$ cat src/sv/swse_pkg.sv
// Shared constants and types for the sliding-window sum and absolute-sum block.
package swse_pkg;

  localparam int DEPTH    = 32;
  localparam int ADDR_W   = $clog2(DEPTH);
  localparam int CNT_W    = $clog2(DEPTH + 1);
  localparam int SAMPLE_W = 16;
  localparam int WLEN_W   = 6;
  localparam int SUM_W    = 21;

  localparam logic [WLEN_W-1:0] WLEN_RESET = WLEN_W'(32);

  typedef enum logic [1:0] {
    ST_IDLE,
    ST_SUM,
    ST_LAST,
    ST_DONE
  } state_t;

endpackage

$ cat src/sv/swse_ram.sv
// Generic simple dual-port RAM with one write port and one registered read port.
module swse_ram #(
  parameter int WIDTH = 16,
  parameter int DEPTH = 32
) (
  input  logic                     clk,
  input  logic                     we,
  input  logic [$clog2(DEPTH)-1:0] waddr,
  input  logic [WIDTH-1:0]         wdata,
  input  logic [$clog2(DEPTH)-1:0] raddr,
  output logic [WIDTH-1:0]         rdata
);

  logic [WIDTH-1:0] mem [DEPTH];

  always_ff @(posedge clk) begin
    if (we) begin
      mem[waddr] <= wdata;
    end
    rdata <= mem[raddr];
  end

endmodule

$ cat src/sv/sample_window_sum_and_energy.sv
// Top level of the sliding-window sum and absolute-sum block.
//
//   Channel   Signals                           Direction  Beat contents
//   --------  --------------------------------  ---------  -------------------------------
//   input     in_valid, in_ready, sample        in         one signed 16-bit sample
//   output    out_valid, out_ready, window_sum,  out        signed sum and absolute sum
//             window_abs_sum
//   config    cfg_we, cfg_wdata                  in         window length (6 bits)
//
// An accepted sample is written into the sample RAM in the cycle it arrives. The window
// is then read back one entry per cycle through the RAM's single read port, newest first,
// so a beat reads as many entries as the window length, limited to the line depth of 32,
// before its result sits in the output register; a window length of zero reads no entries.
// Reset is synchronous and marks every RAM entry as empty; an empty entry reads as zero,
// so no clearing pass is needed. The output register lets the next sample be accepted
// while a result is still waiting; a stalled output only holds the block at the end of
// the following beat's accumulation.
module sample_window_sum_and_energy (
  input  logic                                clk,
  input  logic                                rst,
  input  logic                                in_valid,
  output logic                                in_ready,
  input  logic signed [swse_pkg::SAMPLE_W-1:0] sample,
  output logic                                out_valid,
  input  logic                                out_ready,
  output logic signed [swse_pkg::SUM_W-1:0]    window_sum,
  output logic        [swse_pkg::SUM_W-1:0]    window_abs_sum,
  input  logic                                cfg_we,
  input  logic        [swse_pkg::WLEN_W-1:0]   cfg_wdata
);

  swse_pkg::state_t state, state_next;

  logic [swse_pkg::WLEN_W-1:0] window_len;
  logic [swse_pkg::ADDR_W-1:0] pos;
  logic [swse_pkg::ADDR_W-1:0] pos_inc;
  logic [swse_pkg::ADDR_W-1:0] k;
  logic [swse_pkg::ADDR_W-1:0] rd_addr;
  logic [swse_pkg::ADDR_W:0]   rd_diff;
  logic [swse_pkg::CNT_W-1:0]  cnt;
  logic [swse_pkg::CNT_W-1:0]  cnt_clamped;
  logic [swse_pkg::DEPTH-1:0]  line_valid;
  logic                        rd_pend;
  logic                        rd_ok;
  logic                        accept;
  logic                        issue;
  logic                        load_out;
  logic                        last_read;

  logic signed [swse_pkg::SAMPLE_W-1:0] rdata;
  logic signed [swse_pkg::SAMPLE_W-1:0] rd_val;
  logic signed [swse_pkg::SUM_W-1:0]    val_ext;
  logic        [swse_pkg::SUM_W-1:0]    val_abs;
  logic signed [swse_pkg::SUM_W-1:0]    acc_sum;
  logic        [swse_pkg::SUM_W-1:0]    acc_abs;

  // The oldest entry sits just after the newest one, so the new sample goes there.
  assign pos_inc = (int'(pos) == swse_pkg::DEPTH - 1) ? '0 : pos + 1'b1;

  // Windows longer than the line are limited to the line's depth.
  assign cnt_clamped = (int'(window_len) > swse_pkg::DEPTH) ?
                       swse_pkg::CNT_W'(swse_pkg::DEPTH) :
                       swse_pkg::CNT_W'(window_len);

  // Entry k steps back from the newest one, wrapping around the line.
  assign rd_diff = {1'b0, pos} - {1'b0, k};
  assign rd_addr = rd_diff[swse_pkg::ADDR_W] ?
                   swse_pkg::ADDR_W'(rd_diff + (swse_pkg::ADDR_W+1)'(swse_pkg::DEPTH)) :
                   rd_diff[swse_pkg::ADDR_W-1:0];

  assign last_read = (swse_pkg::CNT_W'(k) + swse_pkg::CNT_W'(1)) == cnt;
  assign accept    = in_valid && in_ready;

  // An entry never written since reset counts as zero.
  assign rd_val  = rd_ok ? rdata : '0;
  assign val_ext = swse_pkg::SUM_W'(rd_val);
  assign val_abs = rd_val[swse_pkg::SAMPLE_W-1] ? swse_pkg::SUM_W'(-val_ext) :
                                                 swse_pkg::SUM_W'(val_ext);

  swse_ram #(
    .WIDTH(swse_pkg::SAMPLE_W),
    .DEPTH(swse_pkg::DEPTH)
  ) u_line (
    .clk  (clk),
    .we   (accept),
    .waddr(pos_inc),
    .wdata(sample),
    .raddr(rd_addr),
    .rdata(rdata)
  );

  always_ff @(posedge clk) begin
    if (rst) begin
      state <= swse_pkg::ST_IDLE;
    end else begin
      state <= state_next;
    end
  end

  // Reads never overlap the write of the same beat: the write happens on acceptance
  // and the first read is issued in the following cycle.
  always_comb begin
    state_next = state;
    in_ready   = 1'b0;
    issue      = 1'b0;
    load_out   = 1'b0;
    case (state)
      swse_pkg::ST_IDLE: begin
        in_ready = 1'b1;
        if (in_valid) begin
          state_next = (cnt_clamped == '0) ? swse_pkg::ST_DONE : swse_pkg::ST_SUM;
        end
      end
      swse_pkg::ST_SUM: begin
        issue = 1'b1;
        if (last_read) begin
          state_next = swse_pkg::ST_LAST;
        end
      end
      swse_pkg::ST_LAST: begin
        state_next = swse_pkg::ST_DONE;
      end
      swse_pkg::ST_DONE: begin
        if (!out_valid || out_ready) begin
          load_out   = 1'b1;
          state_next = swse_pkg::ST_IDLE;
        end
      end
      default: begin
        state_next = swse_pkg::ST_IDLE;
      end
    endcase
  end

  // Control state.
  always_ff @(posedge clk) begin
    if (rst) begin
      window_len <= swse_pkg::WLEN_RESET;
      pos        <= '0;
      line_valid <= '0;
      rd_pend    <= 1'b0;
      out_valid  <= 1'b0;
    end else begin
      if (cfg_we) begin
        window_len <= cfg_wdata;
      end
      if (accept) begin
        pos                 <= pos_inc;
        line_valid[pos_inc] <= 1'b1;
      end
      rd_pend <= issue;
      if (load_out) begin
        out_valid <= 1'b1;
      end else if (out_ready) begin
        out_valid <= 1'b0;
      end
    end
  end

  // Datapath: read counter, accumulators and output register.
  always_ff @(posedge clk) begin
    rd_ok <= line_valid[rd_addr];
    if (accept) begin
      k       <= '0;
      cnt     <= cnt_clamped;
      acc_sum <= '0;
      acc_abs <= '0;
    end else begin
      if (issue) begin
        k <= k + 1'b1;
      end
      if (rd_pend) begin
        acc_sum <= acc_sum + val_ext;
        acc_abs <= acc_abs + val_abs;
      end
    end
    if (load_out) begin
      window_sum     <= acc_sum;
      window_abs_sum <= acc_abs;
    end
  end

endmodule

$ cat config.mk
export PLATFORM = sky130hd
export DESIGN_NAME = sample_window_sum_and_energy
export DESIGN_NICKNAME = d
export VERILOG_FILES = /design/src/sv/swse_pkg.sv /design/src/sv/swse_ram.sv /design/src/sv/sample_window_sum_and_energy.sv
export SDC_FILE = /design/constraint.sdc
export NUM_CORES = 1
export LEC_CHECK = 0
export BUFFER_PORTS_ARGS = -buffer_cell sky130_fd_sc_hd__buf_2
export CORE_ASPECT_RATIO = 1.1
export CORE_UTILIZATION = 35
export CTS_CLUSTER_SIZE = 28
export DETAILED_ROUTE_END_ITERATION = 10
export PLACE_DENSITY = 0.58
export SYNTH_ARGS = -nofsm -noshare
export SYNTH_HDL_FRONTEND = slang
export SYNTH_SLANG_ARGS = --single-unit
$ cat constraint.sdc
create_clock -name clk -period 11.5 [get_ports clk]
set_clock_uncertainty 0.2 [all_clocks]
set_input_delay 2.3 -clock clk [delete_from_list [all_inputs] [get_ports clk]]
set_output_delay 2.3 -clock clk [all_outputs]
set_load 0.05 [all_outputs]
# ---- Word-level counts from Yosys, hierarchy flattened
# Memories as Yosys holds them, arrays and structs flattened. A register that Yosys moved wholly into a read port is not among the register bits.
# Cells that the tools add are included.
dict set report op_classes {
  add_sub_neg 8
  order_cmp 4
  eq_ne 8
  mux 22
  bitwise 1
  reduce_logical 8
}
# cell count
set ops {}
lappend ops {{32-bit OR} 1}
lappend ops {{21-bit by 16-bit adder with 21-bit output} 1}
lappend ops {{21-bit adder} 1}
lappend ops {{21-bit two-way mux} 1}
lappend ops {{16-bit negator with 21-bit output} 1}
lappend ops {{16-bit two-way mux} 1}
lappend ops {{5-bit by 1-bit adder with 5-bit output (second input constant)} 3}
lappend ops {{5-bit by 6-bit < comparator with 1-bit output (second input constant)} 2}
lappend ops {{1-bit two-way mux} 10}
lappend ops {{5-bit two-way mux} 2}
lappend ops {{2-bit two-way mux} 4}
lappend ops {{2-bit one-hot mux with 4 select lines} 1}
lappend ops {{5-bit by 1-bit adder with 6-bit output (second input constant)} 1}
lappend ops {{6-bit == test} 1}
lappend ops {{6-bit > comparator (second input constant)} 1}
lappend ops {{6-bit zero test} 1}
lappend ops {{6-bit two-way mux} 1}
lappend ops {{2-bit inequality test (second input constant)} 3}
lappend ops {{5-bit by 5-bit subtractor with 6-bit output} 1}
lappend ops {{1-bit binary-select mux with 5-bit select} 1}
lappend ops {{1-bit demux with 5-bit select} 1}
lappend ops {{5-bit by 1-bit == test with 1-bit output (second input constant)} 1}
lappend ops {{5-bit by 1-bit greater-or-equal comparator with 1-bit output (second input constant)} 1}
lappend ops {{2-bit == test (second input constant)} 2}
lappend ops {{other kinds (7)} 8}
dict set report word_totals {
  reg_bits 143
  ram_bits 512
  input_bits 27
  out_inout_bits 44
  elab_cells 65
  n_memories 1
}
# name words word_bits rd rd_ports_with_merged_regs wr line
set mem_list {}
lappend mem_list {u_line.mem 32 16 1 1 1 swse_ram.sv:14} ;# logic [WIDTH-1:0] mem [DEPTH];

# ---- Depth between registers and ports, before layout
dict set report logic_depth {
  word_depth 7
  depth_mapped 18
}

# ---- By module
# A second synthesis with hierarchy kept.
dict set report hier_totals {
  cells_unflattened 1966
  area_unflattened_um2 28364.7
}
# module instances cells_each area_per_inst_um2 seq_area_each_um2
set by_module_without_submodules {}
lappend by_module_without_submodules {swse_ram 1 1143 20535.9 15695.1}
lappend by_module_without_submodules {sample_window_sum_and_energy 1 823 7828.8 3343.2}

# ---- Least setup slack after synthesis
# No wires, ideal clock.
dict set report synth_path {
  path_kind {input to register}
  startpoint {input out_ready}
  endpoint {register window_abs_sum[0] in the netlist's numbering (enable)}
  arrival_ns 4.249
  path_slack_ns 6.605
  stages 2
  cell_sequence {nor2b_1 nor2b_1}
}
dict set report synth_between {
  elab_chain_len 3
}
# element line
set synth_rtl {}
lappend synth_rtl {{from (decl)} sample_window_sum_and_energy.sv:25} ;# input logic out_ready,
lappend synth_rtl {{1-bit logical OR} sample_window_sum_and_energy.sv:124} ;# if (!out_valid || out_ready) begin
lappend synth_rtl {{1-bit two-way mux} sample_window_sum_and_energy.sv:124}
lappend synth_rtl {{1-bit two-way mux} sample_window_sum_and_energy.sv:107} ;# case (state)
lappend synth_rtl {{via load_out} sample_window_sum_and_energy.sv:47} ;# logic load_out;
lappend synth_rtl {{to (signal assigned)} sample_window_sum_and_energy.sv:179} ;# window_abs_sum <= acc_abs;
lappend synth_rtl {{to (decl)} sample_window_sum_and_energy.sv:27} ;# output logic [swse_pkg::SUM_W-1:0] window_abs_sum,
# The timed path passes the listed nets, and every way through them passes these cells.
# A chain may end at the register's enable or synchronous reset.

# ---- Worst setup path in the final report
dict set report layout_path {
  startpoint {register k[0] in the netlist's numbering}
  endpoint {register rd_ok}
}
dict set report layout_between {
  elab_chain_len 5
}
# element line
set layout_rtl {}
lappend layout_rtl {{from (decl)} sample_window_sum_and_energy.sv:37} ;# logic [swse_pkg::ADDR_W-1:0] k;
lappend layout_rtl {{from (signal assigned)} sample_window_sum_and_energy.sv:170} ;# k <= k + 1'b1;
lappend layout_rtl {{5-bit by 5-bit subtractor with 6-bit output *} sample_window_sum_and_energy.sv:66} ;# assign rd_diff = {1'b0, pos} - {1'b0, k};
lappend layout_rtl {{5-bit by 1-bit adder with 5-bit output} sample_window_sum_and_energy.sv:68} ;# swse_pkg::ADDR_W'(rd_diff + (swse_pkg::ADDR_W+1)'(swse_pkg::DEPTH)) :
lappend layout_rtl {{5-bit two-way mux *} sample_window_sum_and_energy.sv:67} ;# assign rd_addr = rd_diff[swse_pkg::ADDR_W] ?
lappend layout_rtl {{1-bit binary-select mux with 5-bit select *} sample_window_sum_and_energy.sv:162} ;# rd_ok <= line_valid[rd_addr];
lappend layout_rtl {{1-bit two-way mux (not written as such) *} sample_window_sum_and_energy.sv:162}
lappend layout_rtl {{to (signal assigned)} sample_window_sum_and_energy.sv:162}
lappend layout_rtl {{to (decl)} sample_window_sum_and_energy.sv:44} ;# logic rd_ok;
# Every way passes the cells marked *; elsewhere a longest branch is shown, timed or not. The select of a mux whose other input is x is not followed.

==> impl_metrics.toml <==
[floorplanning]
initial_core_util = 0.355
die_h_um = 297
row_count = 107
design.die.area_mm2 = 0.0801
io_pins = 71
coreArea_mm2 = 0.0778
die_w_um = 270

[sta]
drv_slew = 0
rsz0062_at_grt = "no"
worst_slew_pin_slew_ns = 1.26
final_hold_viol_count = 0
max_freq_mhz = 214
timing.final.crit_share = 0.406
relSlewSlack = 0.159
setup_tns_ns = 0
setup_viol = 0
min_period_ns = 4.67

[worst_setup_path]
critical-path-top-delay-family = "multiplexers"
rrSetupSlack_ns = 6.83
r2r_cells = 7
r2r_start = "k[0]$_SDFFE_PP0P_"
worst_r2r_endpoint = "rd_ok$_DFF_P_"
path_class = "reg2reg"
critPathCaptureType = "flop"
crit_chain = "ha_4, inv_1, fa_4, buf_4, mux4_2, mux4_2, mux2_2"
cp.required_ns = 11.82
cpMostUsedCell = "mux4_2"
cp.arrival_ns = 4.99
path_buf_inv = 2
crit_path_max_fanout = 63
slowest_delay_ns = 1.22
slowest_stage = "fa_4"
start_kind = "flop"

[layout]
final_core_util = 0.407
syn_to_final_growth_pct = 14.5
instances_no_fill = 2779
drive_gt1_frac = 0.243
nNetsFinal = 1772

[logic_synthesis]
async_flop_share = 0
synth.top_cell.area_share = 0.609
yosysWarnings = 0
yosysMostFrequentCell = "edfxtp_1"
yosysSeqAreaShare = 0.689
synth_ff_type = "edfxtp_1"
syn-cell-area_mm2 = 0.0276
synth-edff-count = 560
synth.distinct_cells = 67
synth_area_per_cell_um2 = 17.4
synth_common_cells = "560 x edfxtp_1, 168 x mux4_2, 157 x nor2_1"
synth_largest_area_cell = "edfxtp_1"
synth-seq-cells = 671
synthCells = 1590
synthTopCellsByArea = "edfxtp_1 61%, mux4_2 14%, dfxtp_1 8.0%, ha_1 2.6%, nor2_1 2.1%"

[placed_design]
dp_cells = 2646
portBuffers = 70
hpwl_um = 42400
gp_congestion = 0.848

[global_routing]
grt_pass1_vias = 14700
overflow = 0
grt_pass1_wl_um = 97700
track_usage = 0.167
antenna_found_initial = 2
grt_max_degree = 64

[clocking]
tritoncts.num_buffers = 71
clk_pin_slew_ns = 0.06
postCtsSetupBuffers = 0
cts_tree = "done"
cts_resized = 0
cts_max_level = 3
cts_sinks = 671
clockRootBuffer = "clkbuf_16"
cts_hold_buffers = 0
ctsLongestPathBuffers = 3
clkLatencyLatePin_ns = 0.63

[routing]
num_vias = 14500
wirelength_um = 65900
first_pass_iters = 5
route.detailed.wl_per_inst_um = 23.7
antenna_left = 0
via_per_inst = 5.22
drtIter0Drc = 1141
drc = 0

[hold_path]
hp-class = "reg2reg"
min_to = "line_valid[12]$_SDFFE_PP0P_"
hold_start = "line_valid[12]$_SDFFE_PP0P_"
whs_path_depth = 2

[power_and_ir_drop]
power.density_mw_per_mm2 = 254
ir_drop_mv = 0.175
power_leakage_nw = 10.6

[job]
max-cap-violations = 0

[status]
run_status = "complete, no violations"
-- cell type report --
type / count / area, um2
Antenna cell: 1 / 2.50
Clock buffer: 97 / 1980
Clock inverter: 35 / 470
Fill cell: 6927 / 46100
Inverter: 28 / 105
Multi-Input combinational cell: 829 / 8310
Sequential cell: 671 / 19000
Tap cell: 1035 / 1290
Timing Repair Buffer: 83 / 448
-- registers in the layout, indices dropped and copies added, names as in the netlist --
register / cells
u_line.mem: 512
line_valid: 32
acc_abs: 21
acc_sum: 21
window_abs_sum: 21
window_sum: 21
u_line.rdata: 16
cnt: 6
window_len: 6
k: 5
pos: 5
state: 2
out_valid: 1
rd_ok: 1
rd_pend: 1
-- worst register-to-register path: stages, from the launching register on --
cell and delay (ns):
dfxtp_1 0.50, ha_4 0.18, inv_1 0.05, fa_4 1.22
buf_4 0.84, mux4_2 0.76, mux4_2 0.54, mux2_2 0.28
-- metal layers --
metal / wire, um / track usage
met1: 27700 / 0.214
met2: 32000 / 0.277
met3: 3900 / 0.0382
met4: 2240 / 0.0626
met5: 29 / 0
-- placed cells by master (no fill, tap or decap), types with 5 or more instances in the layout --
master | netlist | final
nand3_1 | 18 | 18
clkinv_2 | 0 | 10
or3_1 | 6 | 6
o21bai_1 | 11 | 11
bufinv_16 | 0 | 7
a211oi_1 | 12 | 12
xnor2_1 | 38 | 35
inv_1 | 28 | 28
a21o_1 | 28 | 28
clkbuf_16 | 0 | 72
nand2b_1 | 9 | 9
a21oi_1 | 39 | 39
o21ai_0 | 25 | 25
nor3_1 | 21 | 21
nand2_1 | 61 | 61
xor2_1 | 14 | 14
mux2i_1 | 23 | 23
ha_1 | 58 | 57
o21a_1 | 6 | 6
o31ai_1 | 6 | 6
nor2_2 | 0 | 32
buf_2 | 14 | 70
and2_1 | 22 | 22
clkbuf_1 | 37 | 17
edfxtp_1 | 560 | 560
clkbuf_8 | 0 | 8
clkinvlp_4 | 0 | 5
nor2b_1 | 12 | 11
nor2_1 | 157 | 125
nor4_1 | 5 | 5
mux4_2 | 168 | 168
mux2_2 | 17 | 17
nand4_1 | 8 | 8
buf_4 | 0 | 13
dfxtp_1 | 111 | 110
-- worst max-delay path by stage --
stage / from / cells past startpoint / slack, ns / to
floorplan: out_ready / 2 / 6.60 / window_abs_sum[0]$_DFFE_PP_
global placement: in_valid / 6 / 6.66 / u_line.mem[19][9]$_DFFE_PP_
detailed placement: in_valid / 6 / 6.60 / u_line.mem[22][4]$_DFFE_PP_
CTS: k[0]$_SDFFE_PP0P_ / 7 / 6.78 / rd_ok$_DFF_P_
global route: pos[0]$_SDFFE_PP0P_ / 8 / 6.70 / rd_ok$_DFF_P_
finish: k[0]$_SDFFE_PP0P_ / 7 / 6.83 / rd_ok$_DFF_P_
-- per-stage QoR --
step           hold slack, ns  power, mW  setup slack (ns)  cell area, um2
3_3_place_gp            0.237       5.74              6.66           29200
4_1_cts                 0.268       8.12              6.78           31600
5_1_grt                 0.281       8.34              6.70           31600
6_report                0.263       8.03              6.83           31600
3_5_place_dp            0.254       5.75              6.60           29200
2_1_floorplan           0.221       4.84              6.60           27600
-- power breakdown --
| part | leakage, nW | internal, mW | total (mW) | switching (mW) |
|---|---|---|---|---|
| registers | 5.96 | 2.77 | 2.86 | 0.0906 |
| clock network | 1.18 | 1.38 | 2.36 | 0.977 |
| logic | 3.51 | 1.27 | 2.82 | 1.54 |
| total | 10.6 | 5.42 | 8.03 | 2.61 |
-- cell families after synthesis --
group / share of synthesized area
flops: 0.689
simple gates: 0.0540
mux: 0.155
compound gates: 0.0420
buf+inv: 0.0154
fa+ha+maj: 0.0284
xor+xnor: 0.0165
other cells: 0.000136
Power figures use the tool's default switching activity.
